[config.mk]
export PLATFORM = sky130hd
export DESIGN_NAME = log_line_char_normalizer_unit
export DESIGN_NICKNAME = d
export VERILOG_FILES = /design/src/sv/lln_pkg.sv /design/src/sv/log_line_char_normalizer_unit.sv
export SDC_FILE = /design/constraint.sdc
export NUM_CORES = 1
export LEC_CHECK = 0
export BUFFER_PORTS_ARGS = -buffer_cell sky130_fd_sc_hd__buf_2
export CELL_PAD_IN_SITES_DETAIL_PLACEMENT = 1
export CELL_PAD_IN_SITES_GLOBAL_PLACEMENT = 1
export CORE_UTILIZATION = 41
export DETAILED_ROUTE_END_ITERATION = 6
export PLACE_DENSITY_LB_ADDON = 0.1
export SLEW_MARGIN = 20
export SYNTH_ARGS = -nofsm -noshare
export SYNTH_HDL_FRONTEND = slang
export SYNTH_SLANG_ARGS = --single-unit
[constraint.sdc]
create_clock -name clk -period 3.33 [get_ports clk]
set_input_delay 0.333 -clock clk [delete_from_list [all_inputs] [get_ports clk]]
set_output_delay 0.333 -clock clk [all_outputs]
set_load 0.05 [all_outputs]
[src/sv/lln_pkg.sv]
// ----------------------------------------------------------------------------
// lln_pkg
// types and constants shared by the log line character normalizer
// ----------------------------------------------------------------------------
package lln_pkg;

  // character codes
  localparam logic [7:0] NL_CODE    = 8'h0A;
  localparam logic [7:0] SP_CODE    = 8'h20;
  localparam logic [7:0] UPPER_A    = 8'h41;
  localparam logic [7:0] UPPER_Z    = 8'h5A;
  localparam logic [7:0] CASE_DELTA = 8'h20;

  // configuration register indexes
  localparam logic [2:0] CFG_LOWER_CASE_MODE = 3'd0;
  localparam logic [2:0] CFG_IGNORE_MAP_LOW  = 3'd1;
  localparam logic [2:0] CFG_IGNORE_MAP_HIGH = 3'd2;
  localparam logic [2:0] CFG_DELIM_MAP_LOW   = 3'd3;
  localparam logic [2:0] CFG_DELIM_MAP_HIGH  = 3'd4;

  // reset values: ignore cr, quotes, parens, brackets and braces; newline is the only delimiter
  localparam logic        RST_LOWER_CASE_MODE = 1'b1;
  localparam logic [63:0] RST_IGNORE_MAP_LOW  = 64'h0000_0384_0000_2000;
  localparam logic [63:0] RST_IGNORE_MAP_HIGH = 64'h2800_0000_2800_0000;
  localparam logic [63:0] RST_DELIM_MAP_LOW   = 64'h0000_0000_0000_0400;
  localparam logic [63:0] RST_DELIM_MAP_HIGH  = 64'h0000_0000_0000_0000;

  // most results one input byte can cause: space, character, terminator
  localparam int unsigned MAX_RESULTS = 3;

  typedef struct packed {
    logic [7:0] in_char;
    logic       line_end;
  } in_item_t;

  typedef struct packed {
    logic [7:0] out_char;
    logic       seq_end;
    logic       last_of_run;
  } out_item_t;

endpackage

[src/sv/log_line_char_normalizer_unit.sv]
// ----------------------------------------------------------------------------
// log_line_char_normalizer_unit
// byte-wise log text cleaner with space and newline collapsing
// ----------------------------------------------------------------------------
// Takes one log byte per transfer, with line_end on the last byte of a line,
// and gives out cleaned bytes. A byte is optionally lowercased, then dropped
// if its bit is set in the ignore map or turned into a newline if set in the
// delimiter map (both maps cover ASCII only). Repeated newlines and spaces
// collapse, leading and trailing spaces vanish, an empty line gives nothing,
// and a non-empty line closes with a terminator result (seq_end = 1,
// out_char = newline). One input byte causes zero to three results, the
// last flagged with last_of_run. A byte is registered at its input transfer,
// worked out into a burst register, and its results go out one per cycle
// from there while result_ready is high. With the result side always ready
// the block takes a byte every cycle while each byte gives at most one
// result; a byte that gives more results holds the input until the single
// output port has drained the burst register to its last result. Configuration
// writes are always taken (cfg_ready is tied high) and must be made while the
// block is idle; indexes past the last register are ignored.
// ----------------------------------------------------------------------------
module log_line_char_normalizer_unit
  import lln_pkg::*;
(
  input  logic        clk,
  input  logic        rst,
  // input byte channel
  input  logic        item_valid,
  output logic        item_ready,
  input  in_item_t    item,
  // result channel
  output logic        result_valid,
  input  logic        result_ready,
  output out_item_t   result,
  // configuration write channel
  input  logic        cfg_valid,
  output logic        cfg_ready,
  input  logic [2:0]  cfg_index,
  input  logic [63:0] cfg_data
);

  // configuration registers
  logic        lower_case_mode;
  logic [63:0] ignore_map_low;
  logic [63:0] ignore_map_high;
  logic [63:0] delim_map_low;
  logic [63:0] delim_map_high;

  // line state
  logic space_pending, space_pending_next;
  logic line_started, line_started_next;
  logic prev_was_newline, prev_was_newline_next;

  // input register
  logic     in_valid;
  in_item_t in_q;

  // burst register: results of one byte, head at entry 0
  out_item_t  burst [MAX_RESULTS];
  logic [1:0] burst_cnt;
  out_item_t  burst_next [MAX_RESULTS];
  logic [1:0] burst_cnt_next;

  logic burst_free;
  logic load;
  logic out_xfer;

  // datapath signals
  logic [7:0]   low_char;
  logic [7:0]   clean_char;
  logic [127:0] ignore_map;
  logic [127:0] delim_map;
  logic         is_ascii;
  logic         ignored;
  logic         delimiter;
  logic         keep;
  logic         is_space;
  logic         emit_space;
  logic         emit_char;
  logic         emit_term;

  // ---------------------------------------------------------------------------
  // configuration port
  // ---------------------------------------------------------------------------
  assign cfg_ready = 1'b1;

  always_ff @(posedge clk) begin
    if (rst) begin
      lower_case_mode <= RST_LOWER_CASE_MODE;
      ignore_map_low  <= RST_IGNORE_MAP_LOW;
      ignore_map_high <= RST_IGNORE_MAP_HIGH;
      delim_map_low   <= RST_DELIM_MAP_LOW;
      delim_map_high  <= RST_DELIM_MAP_HIGH;
    end else if (cfg_valid && cfg_ready) begin
      unique case (cfg_index)
        CFG_LOWER_CASE_MODE: lower_case_mode <= cfg_data[0];
        CFG_IGNORE_MAP_LOW:  ignore_map_low  <= cfg_data;
        CFG_IGNORE_MAP_HIGH: ignore_map_high <= cfg_data;
        CFG_DELIM_MAP_LOW:   delim_map_low   <= cfg_data;
        CFG_DELIM_MAP_HIGH:  delim_map_high  <= cfg_data;
        default: ;  // unused index, write dropped
      endcase
    end
  end

  // ---------------------------------------------------------------------------
  // handshake
  // ---------------------------------------------------------------------------
  assign out_xfer     = result_valid && result_ready;
  // burst register can take new results if empty or its last one leaves now
  assign burst_free   = (burst_cnt == 2'd0) || ((burst_cnt == 2'd1) && out_xfer);
  assign load         = in_valid && burst_free;
  assign item_ready   = !in_valid || load;
  assign result_valid = (burst_cnt != 2'd0);
  assign result       = burst[0];

  always_ff @(posedge clk) begin
    if (rst) begin
      in_valid <= 1'b0;
    end else if (item_ready) begin
      in_valid <= item_valid;
    end
  end

  always_ff @(posedge clk) begin
    if (item_valid && item_ready) begin
      in_q <= item;
    end
  end

  // ---------------------------------------------------------------------------
  // character classification
  // ---------------------------------------------------------------------------
  assign ignore_map = {ignore_map_high, ignore_map_low};
  assign delim_map  = {delim_map_high, delim_map_low};

  always_comb begin
    // lowercase only A-Z
    if (lower_case_mode && (in_q.in_char >= UPPER_A) && (in_q.in_char <= UPPER_Z)) begin
      low_char = in_q.in_char + CASE_DELTA;
    end else begin
      low_char = in_q.in_char;
    end
  end

  // bytes of 128 and up are never ignored or mapped
  assign is_ascii   = !low_char[7];
  assign ignored    = is_ascii && ignore_map[low_char[6:0]];
  assign delimiter  = is_ascii && delim_map[low_char[6:0]];
  assign clean_char = delimiter ? NL_CODE : low_char;
  // a newline right after a kept newline collapses
  assign keep       = !ignored && !((clean_char == NL_CODE) && prev_was_newline);
  assign is_space   = (clean_char == SP_CODE);

  assign emit_space = keep && !is_space && space_pending;
  assign emit_char  = keep && !is_space;
  assign emit_term  = in_q.line_end && (line_started || emit_char);

  // ---------------------------------------------------------------------------
  // next line state
  // ---------------------------------------------------------------------------
  always_comb begin
    space_pending_next    = space_pending;
    line_started_next     = line_started;
    prev_was_newline_next = prev_was_newline;
    if (keep) begin
      if (is_space) begin
        // a kept space separates newlines; leading spaces are not held
        prev_was_newline_next = 1'b0;
        if (line_started) begin
          space_pending_next = 1'b1;
        end
      end else begin
        space_pending_next    = 1'b0;
        line_started_next     = 1'b1;
        prev_was_newline_next = (clean_char == NL_CODE);
      end
    end
    // line end clears everything, trailing space is dropped
    if (in_q.line_end) begin
      space_pending_next    = 1'b0;
      line_started_next     = 1'b0;
      prev_was_newline_next = 1'b0;
    end
  end

  always_ff @(posedge clk) begin
    if (rst) begin
      space_pending    <= 1'b0;
      line_started     <= 1'b0;
      prev_was_newline <= 1'b0;
    end else if (load) begin
      space_pending    <= space_pending_next;
      line_started     <= line_started_next;
      prev_was_newline <= prev_was_newline_next;
    end
  end

  // ---------------------------------------------------------------------------
  // result packing: pending space, then character, then terminator
  // ---------------------------------------------------------------------------
  always_comb begin
    for (int i = 0; i < MAX_RESULTS; i++) begin
      burst_next[i] = '{out_char: NL_CODE, seq_end: 1'b0, last_of_run: 1'b0};
    end
    burst_cnt_next = 2'd0;
    if (emit_space) begin
      burst_next[burst_cnt_next] = '{out_char: SP_CODE, seq_end: 1'b0, last_of_run: 1'b0};
      burst_cnt_next = burst_cnt_next + 2'd1;
    end
    if (emit_char) begin
      burst_next[burst_cnt_next] = '{out_char: clean_char, seq_end: 1'b0, last_of_run: 1'b0};
      burst_cnt_next = burst_cnt_next + 2'd1;
    end
    if (emit_term) begin
      burst_next[burst_cnt_next] = '{out_char: NL_CODE, seq_end: 1'b1, last_of_run: 1'b0};
      burst_cnt_next = burst_cnt_next + 2'd1;
    end
    // flag the final result of this byte
    if (burst_cnt_next != 2'd0) begin
      burst_next[burst_cnt_next - 2'd1].last_of_run = 1'b1;
    end
  end

  // ---------------------------------------------------------------------------
  // burst register, drained one result per transfer
  // ---------------------------------------------------------------------------
  always_ff @(posedge clk) begin
    if (rst) begin
      burst_cnt <= 2'd0;
    end else if (load) begin
      burst_cnt <= burst_cnt_next;
    end else if (out_xfer) begin
      burst_cnt <= burst_cnt - 2'd1;
    end
  end

  always_ff @(posedge clk) begin
    if (load) begin
      for (int i = 0; i < MAX_RESULTS; i++) begin
        burst[i] <= burst_next[i];
      end
    end else if (out_xfer) begin
      for (int i = 0; i < MAX_RESULTS - 1; i++) begin
        burst[i] <= burst[i + 1];
      end
    end
  end

endmodule
==> impl_metrics.yaml, run 1 <==
power:
  switchingPower_mw: 2.72
  ir_drop_mv: 0.357
  swShare: 0.288
  p_seq_frac: 0.414
  p_per_area_nw_per_um2: 610
  clkPwrFrac: 0.393
  combinationalPowerShare: 0.193
  total_power_mw: 9.46
  p_int_mw: 6.74
  leakagePower_nw: 5.68
clocking:
  cts_sinks: 294
  path_clk_slew_ps: 60
  cts-root-buf: "clkbuf_16"
  cts_max_path_buffers: 3
  cts_tree: "yes"
  numCtsBuffers: 34
  clk-insertion-delay-late_ps: 510
  cts.htree.levels: 2
final_layout:
  area_growth_syn_to_layout_pct: 19.7
  drive_gt1_frac: 0.188
  diodes: 0
  n_fill_cell: 3620
  final_cell_count_no_fill: 2039
  final_area_sq_um: 15500
  nets: 1703
detailed_routing:
  initialDrtViolationCount: 638
  first_pass_iters: 7
  vias: 11200
  vias_per_cell: 5.51
  ant_nets: 0
  drc_errors: 4
  wl_um: 40800
  wl_per_cell_um: 20.0
placement:
  io_buffers: 92
  dp_hpwl_um: 26800
  place_area_sq_um: 14100
  dpl.cell_count: 1966
  routabilityCongestion: 0.841
critical_path:
  critPathKind: "reg2reg"
  required_ps: 3580
  cp_max_fo: 12
  worstSetupStartpointType: "register"
  r2r_slack_ps: -110
  critPathArrivalTime_ps: 3700
  cp-end-kind: "register"
logic_synthesis:
  ys_seq_area_frac: 0.478
  ys_types: 62
  synth_top_area_frac: 0.406
  netlist_area_sq_um: 13000
  postSynthAreaPerCell_sq_um: 8.47
  synth.net_count: 1617
  yosysMostFrequentCell: "nand2_1"
  ys.flop_type: "dfxtp_1"
  netlist_instances: 1532
  yosys_warnings: 0
  synthTopCellsByCount: "544 x nand2_1, 263 x a21oi_1, 263 x dfxtp_1"
  synthTopCellsByArea: "dfxtp_1 41%, nand2_1 16%, a21oi_1 10%, edfxtp_1 7.2%, mux2i_1 6.3%"
  yosysTopAreaCell: "dfxtp_1"
  async_flop_share: 0
  synth-edff-count: 31
  ys_ff_latch: 294
timing:
  maxSlewHeadroom: 0.325
  period_minus_slack_ps: 3440
  worst_slew_pin_slew_ps: 1010
  hold_viol: 0
  rsz0062_at_grt: "true"
  fin_crit_sh: 1.03
  finalSetupViolations: 5
  slew_viol_final: 0
  timing.final.ws_setup_ps: -114
  clock_skew_ps: 18.6
  fmaxAchievable_mhz: 290
global_routing:
  antenna_found_initial: 0
  grt_pass1_wl_um: 64900
  grt_overflow: 0
  grt_pass1_vias: 11500
  grt_max_degree: 85
  track_usage: 0.251
die:
  initial_utilization: 0.421
  core_sq_um: 30800
  io_pins: 94
  die_h_um: 180
  fp.dieW_um: 180
  dieArea_sq_um: 32400
  std_cell_rows: 64
job:
  cap_violations: 0
run_status:
  status: "finished with violations"
  violations: "design-rule violations, negative setup slack"
min_path:
  hp-class: "in2reg"
==> cells in the final DEF, fill, tap and decap left out, types with 3 or more instances in the layout <==
cell type and n:
a21oi_1 260, clkbuf_8 7, nand4_1 5, and2_1 4, nor2_1 19, a22oi_1 22, mux4_2 30, clkbuf_16 35
and3_1 3, clkbuf_1 9, o31ai_2 4, a211oi_1 3, nor3_1 5, nand3b_1 12, a31oi_1 5, buf_6 6
nor2b_1 9, mux2i_1 77, nand2_1 544, mux2i_2 5, nand3_1 12, a21o_1 3, buf_12 17, a22o_1 4
o21ai_0 3, nor3_2 6, inv_1 9, buf_4 66, edfxtp_1 31, ha_1 3, clkinv_2 6, dfxtp_1 263
o211ai_1 3, buf_2 91
==> final cells by class <==
class,count,area (sq um),share of cell area
tap,396,495,0.0319
sequential,294,6200,0.399
clock buffer,51,1010,0.0648
inverter,10,37.5,0.00242
timing repair buffer,182,1400,0.0899
multi-input combinational,1096,6290,0.405
clock inverter,10,106,0.00685
==> power by group through the flow <==
stage          registers [mW]  clock network, mW  logic (mW)
2_1_floorplan            3.96                  0        1.18
3_3_place_gp             3.99                  0        1.68
3_5_place_dp             3.99                  0        1.69
4_1_cts                  3.92               3.80        1.75
5_1_grt                  3.93               3.94        1.96
6_report                 3.92               3.72        1.83
==> metrics by stage <==
step | worst slack (ps) | setup TNS (ps) | hold slack [ps] | util
2_1_floorplan | -29.8 | -29.8 | 432 | -
3_3_place_gp | -153 | -661 | 439 | 0.458
3_5_place_dp | -197 | -998 | 447 | 0.458
4_1_cts | -124 | -444 | 2.05 | 0.498
5_1_grt | -242 | -1570 | 4.43 | 0.504
6_report | -114 | -402 | 17.9 | 0.504
==> sequential cells by signal, summed over array words and instances, names as in the netlist <==
signal,count
line_started,1
ignore_map_high,64
space_pending,1
prev_was_newline,1
in_valid,1
burst_cnt,2
lower_case_mode,1
delim_map_high,64
delim_map_low,64
in_q,9
ignore_map_low,64
burst,22
==> critical path, cell delays in order, from the launching register on <==
cell	delay, ps
edfxtp_1	340
buf_6	150
buf_12	170
mux4_2	520
mux2i_1	170
nor2_1	60
o21ai_0	180
buf_4	170
a221o_1	150
o31ai_2	80
a311oi_4	390
nand2_4	130
a21oi_4	170
ha_4	230
nand2_1	70
a31oi_1	50
a21o_1	170
==> what timing repair did <==
| action | CTS | global route |
|---|---|---|
| pin swaps | 6 | 2 |
| resized for setup | 13 | 21 |
| setup buffers | 5 | 5 |
| hold endpoints to repair | 1 | 0 |
| endpoints found under the setup margin | 7 | 14 |
| hold buffers | 1 | 0 |
| gates cloned | 1 | 0 |
==> cells by family (layout without fill, tap and decap cells) <==
family	Yosys count	after routing	synth area share
simple gates	642	642	0.203
compound gates	337	337	0.150
flops	294	294	0.478
buf+inv	142	253	0.0507
mux	112	112	0.115
fa+ha+maj	4	4	0.00386
other cells	1	1	0.000289
==> path summary, 6_finish.rpt <==
| path | from | to | cells after the start |
|---|---|---|---|
| setup / recovery | in_q[1] | burst[0][0] | 16 |
| hold / removal | item[0] | in_q[0] | 1 |
| setup reg to reg | in_q[1] | burst[0][0] | 16 |
| hold reg to reg | delim_map_high[45] | delim_map_high[45] | 2 |
==> metal layers <==
metal,wire length (um),up-vias,track usage,share of wire
li1,-,5373,-,-
met1,18800,5630,0.332,0.46
met2,19900,184,0.434,0.49
met3,1300,57,0.0302,0.032
met4,753,0,0.0610,0.018
met5,0,-,0,0
Note: power is estimated with default switching activity, not from simulation.
==> run 2, diff against run 1 <==
Settings changed: CORE_ASPECT_RATIO set to 1.1, PLACE_DENSITY set to 0.71, PLACE_DENSITY_LB_ADDON 0.1 to not set.
==> impl_metrics.yaml, run 2 (synthesis results as in run 1) <==
detailed_routing:
  vias: 11400
  drc_errors: 0
  wl_per_cell_um: 20.2
  wl_um: 41700
  ant_nets: 0
  initialDrtViolationCount: 637
  first_pass_iters: 5
  vias_per_cell: 5.50
placement:
  io_buffers: 92
  dp_slack_ps: -200
  routabilityCongestion: 0.820
  place_area_sq_um: 14100
  dp_hpwl_um: 26700
timing:
  fin_crit_sh: 1.06
  period_minus_slack_ps: 3520
  slew_viol_final: 0
  worst_slew_pin_slew_ps: 822
  fmaxAchievable_mhz: 284
  timing.final.ws_setup_ps: -186
  finalSetupViolations: 6
  hold_slack_ps: 74.1
  maxSlewHeadroom: 0.452
  rsz0062_at_grt: "true"
  clock_skew_ps: 17.9
  hold_viol: 0
job:
  cap_violations: 0
critical_path:
  required_ps: 3580
  critPathArrivalTime_ps: 3770
  timing.rr.start: "in_q[1]"
  reg2reg_depth: 12
  cp-end-kind: "register"
  worstSetupStartpointType: "register"
  r2r_slack_ps: -190
  slowest_delay_ps: 510
  worst_path_most_repeated_cell: "buf_6"
  startpoint: "in_q[1]"
  r2r-end: "burst[0][13]"
  path_delay_family: "compound AO/OA/AOI/OAI gates"
  cp_max_fo: 7
  crit_chain: "buf_6, clkbuf_16, mux4_2, mux2i_1, nor2_1, a311oi_1, a221o_1, o31ai_2, a311oi_4, nand2_4, buf_6, or4b_1"
  critPathKind: "reg2reg"
  cp_num_buf_inv: 3
  crit_slowest_cell: "mux4_2"
min_path:
  hp-class: "in2reg"
  holdPathEnd: "in_valid"
  min_path_cells: 3
  hp-start: "item_valid"
global_routing:
  antenna_found_initial: 0
  grt_max_degree: 105
  track_usage: 0.259
  grt_overflow: 0
  grt_pass1_wl_um: 65000
  grt_pass1_vias: 11700
final_layout:
  area_growth_syn_to_layout_pct: 21.8
  nets: 1719
  final_cell_mix: "543 x nand2_1, 263 x dfxtp_1, 259 x a21oi_1"
  n_fill_cell: 3645
  final_area_sq_um: 15800
  drive_gt1_frac: 0.194
  final_common_cell: "nand2_1"
  diodes: 0
power:
  p_per_area_nw_per_um2: 621
  p_seq_frac: 0.400
  swShare: 0.280
  p_int_mw: 7.06
  combinationalPowerShare: 0.189
  total_power_mw: 9.81
  leakagePower_nw: 5.82
  switchingPower_mw: 2.75
  ir_drop_mv: 0.356
  clkPwrFrac: 0.411
clocking:
  cts_tree: "yes"
  path_clk_slew_ps: 60
  clk-insertion-delay-late_ps: 520
  cts_max_path_buffers: 3
  cts-root-buf: "clkbuf_16"
  cts.htree.levels: 2
  cts_sinks: 294
  numCtsBuffers: 34
run_status:
  status: "finished with violations"
  violations: "negative setup slack"
die:
  initial_utilization: 0.422
  std_cell_rows: 67
  die_h_um: 189
  core_sq_um: 30800
  dieArea_sq_um: 32400
  io_pins: 94
  fp.dieW_um: 172
run 2: changes by cell type in the layout (fill, tap and decap cells not counted), moves of 3 or more:
cell	before	now
buf_4	66	73
bufinv_16	2	5
clkbuf_1	9	3
clkbuf_16	35	38
dlygate4sd3_1	1	9
o21ai_1	1	4
o31ai_1	2	6
o31ai_2	4	1
run 2: final cells by class:
cell class,count,area (sq um),share of cell area
inverters,10,37.5,0.00238
well taps,414,518,0.0328
repair buffers,198,1560,0.0986
clock buffers,47,1030,0.0654
flip-flops and latches,294,6200,0.392
clock inverters,11,179,0.0113
multi-input cells,1096,6280,0.397
run 2: metrics by stage:
stage,util,TNS (ps),cells
2_1_floorplan,-,-29.8,1532
3_3_place_gp,0.458,-613,1980
3_5_place_dp,0.458,-1010,1980
4_1_cts,0.508,-893,2062
5_1_grt,0.514,-1370,2070
6_report,0.514,-929,2070
run 2: repair_timing:
action                     CTS  global route
buffers inserted            13            10
hold buffers                 9             0
pin swaps                    6            17
hold endpoints to repair     9             0
gates resized for setup     11            28
gates cloned                 2             1
setup endpoints to repair    6            26
run 2: per-layer routing:
metal  track usage  share of wire  vias up
li1              -              -     5410
met1         0.326           0.43     5668
met2         0.449           0.50      234
met3        0.0359          0.035       73
met4        0.0920          0.031        0
met5             0              0        -
run 2: worst max path at each step:
stage                         endpoint  cells after the start  slack (ps)
after floorplan            burst[0][0]                     17         -30
after global placement     burst[0][0]                     14        -140
after detailed placement   burst[0][0]                     15        -200
after CTS                 burst[0][13]                     12        -170
after global routing      burst[0][10]                     15        -280
final                     burst[0][13]                     12        -190
run 2: power by group through the flow:
stage / Clock (mW) / Combinational [mW] / Sequential, mW
2_1_floorplan: 0 / 1.18 / 3.96
3_3_place_gp: 0 / 1.64 / 3.99
3_5_place_dp: 0 / 1.67 / 3.99
4_1_cts: 4.11 / 1.78 / 3.92
5_1_grt: 4.24 / 1.98 / 3.94
6_report: 4.03 / 1.86 / 3.92
run 2: tightest hold or removal path, cell delays in order:
cell and delay [ps]:
buf_2 100, a21oi_1 40, nor2_1 80
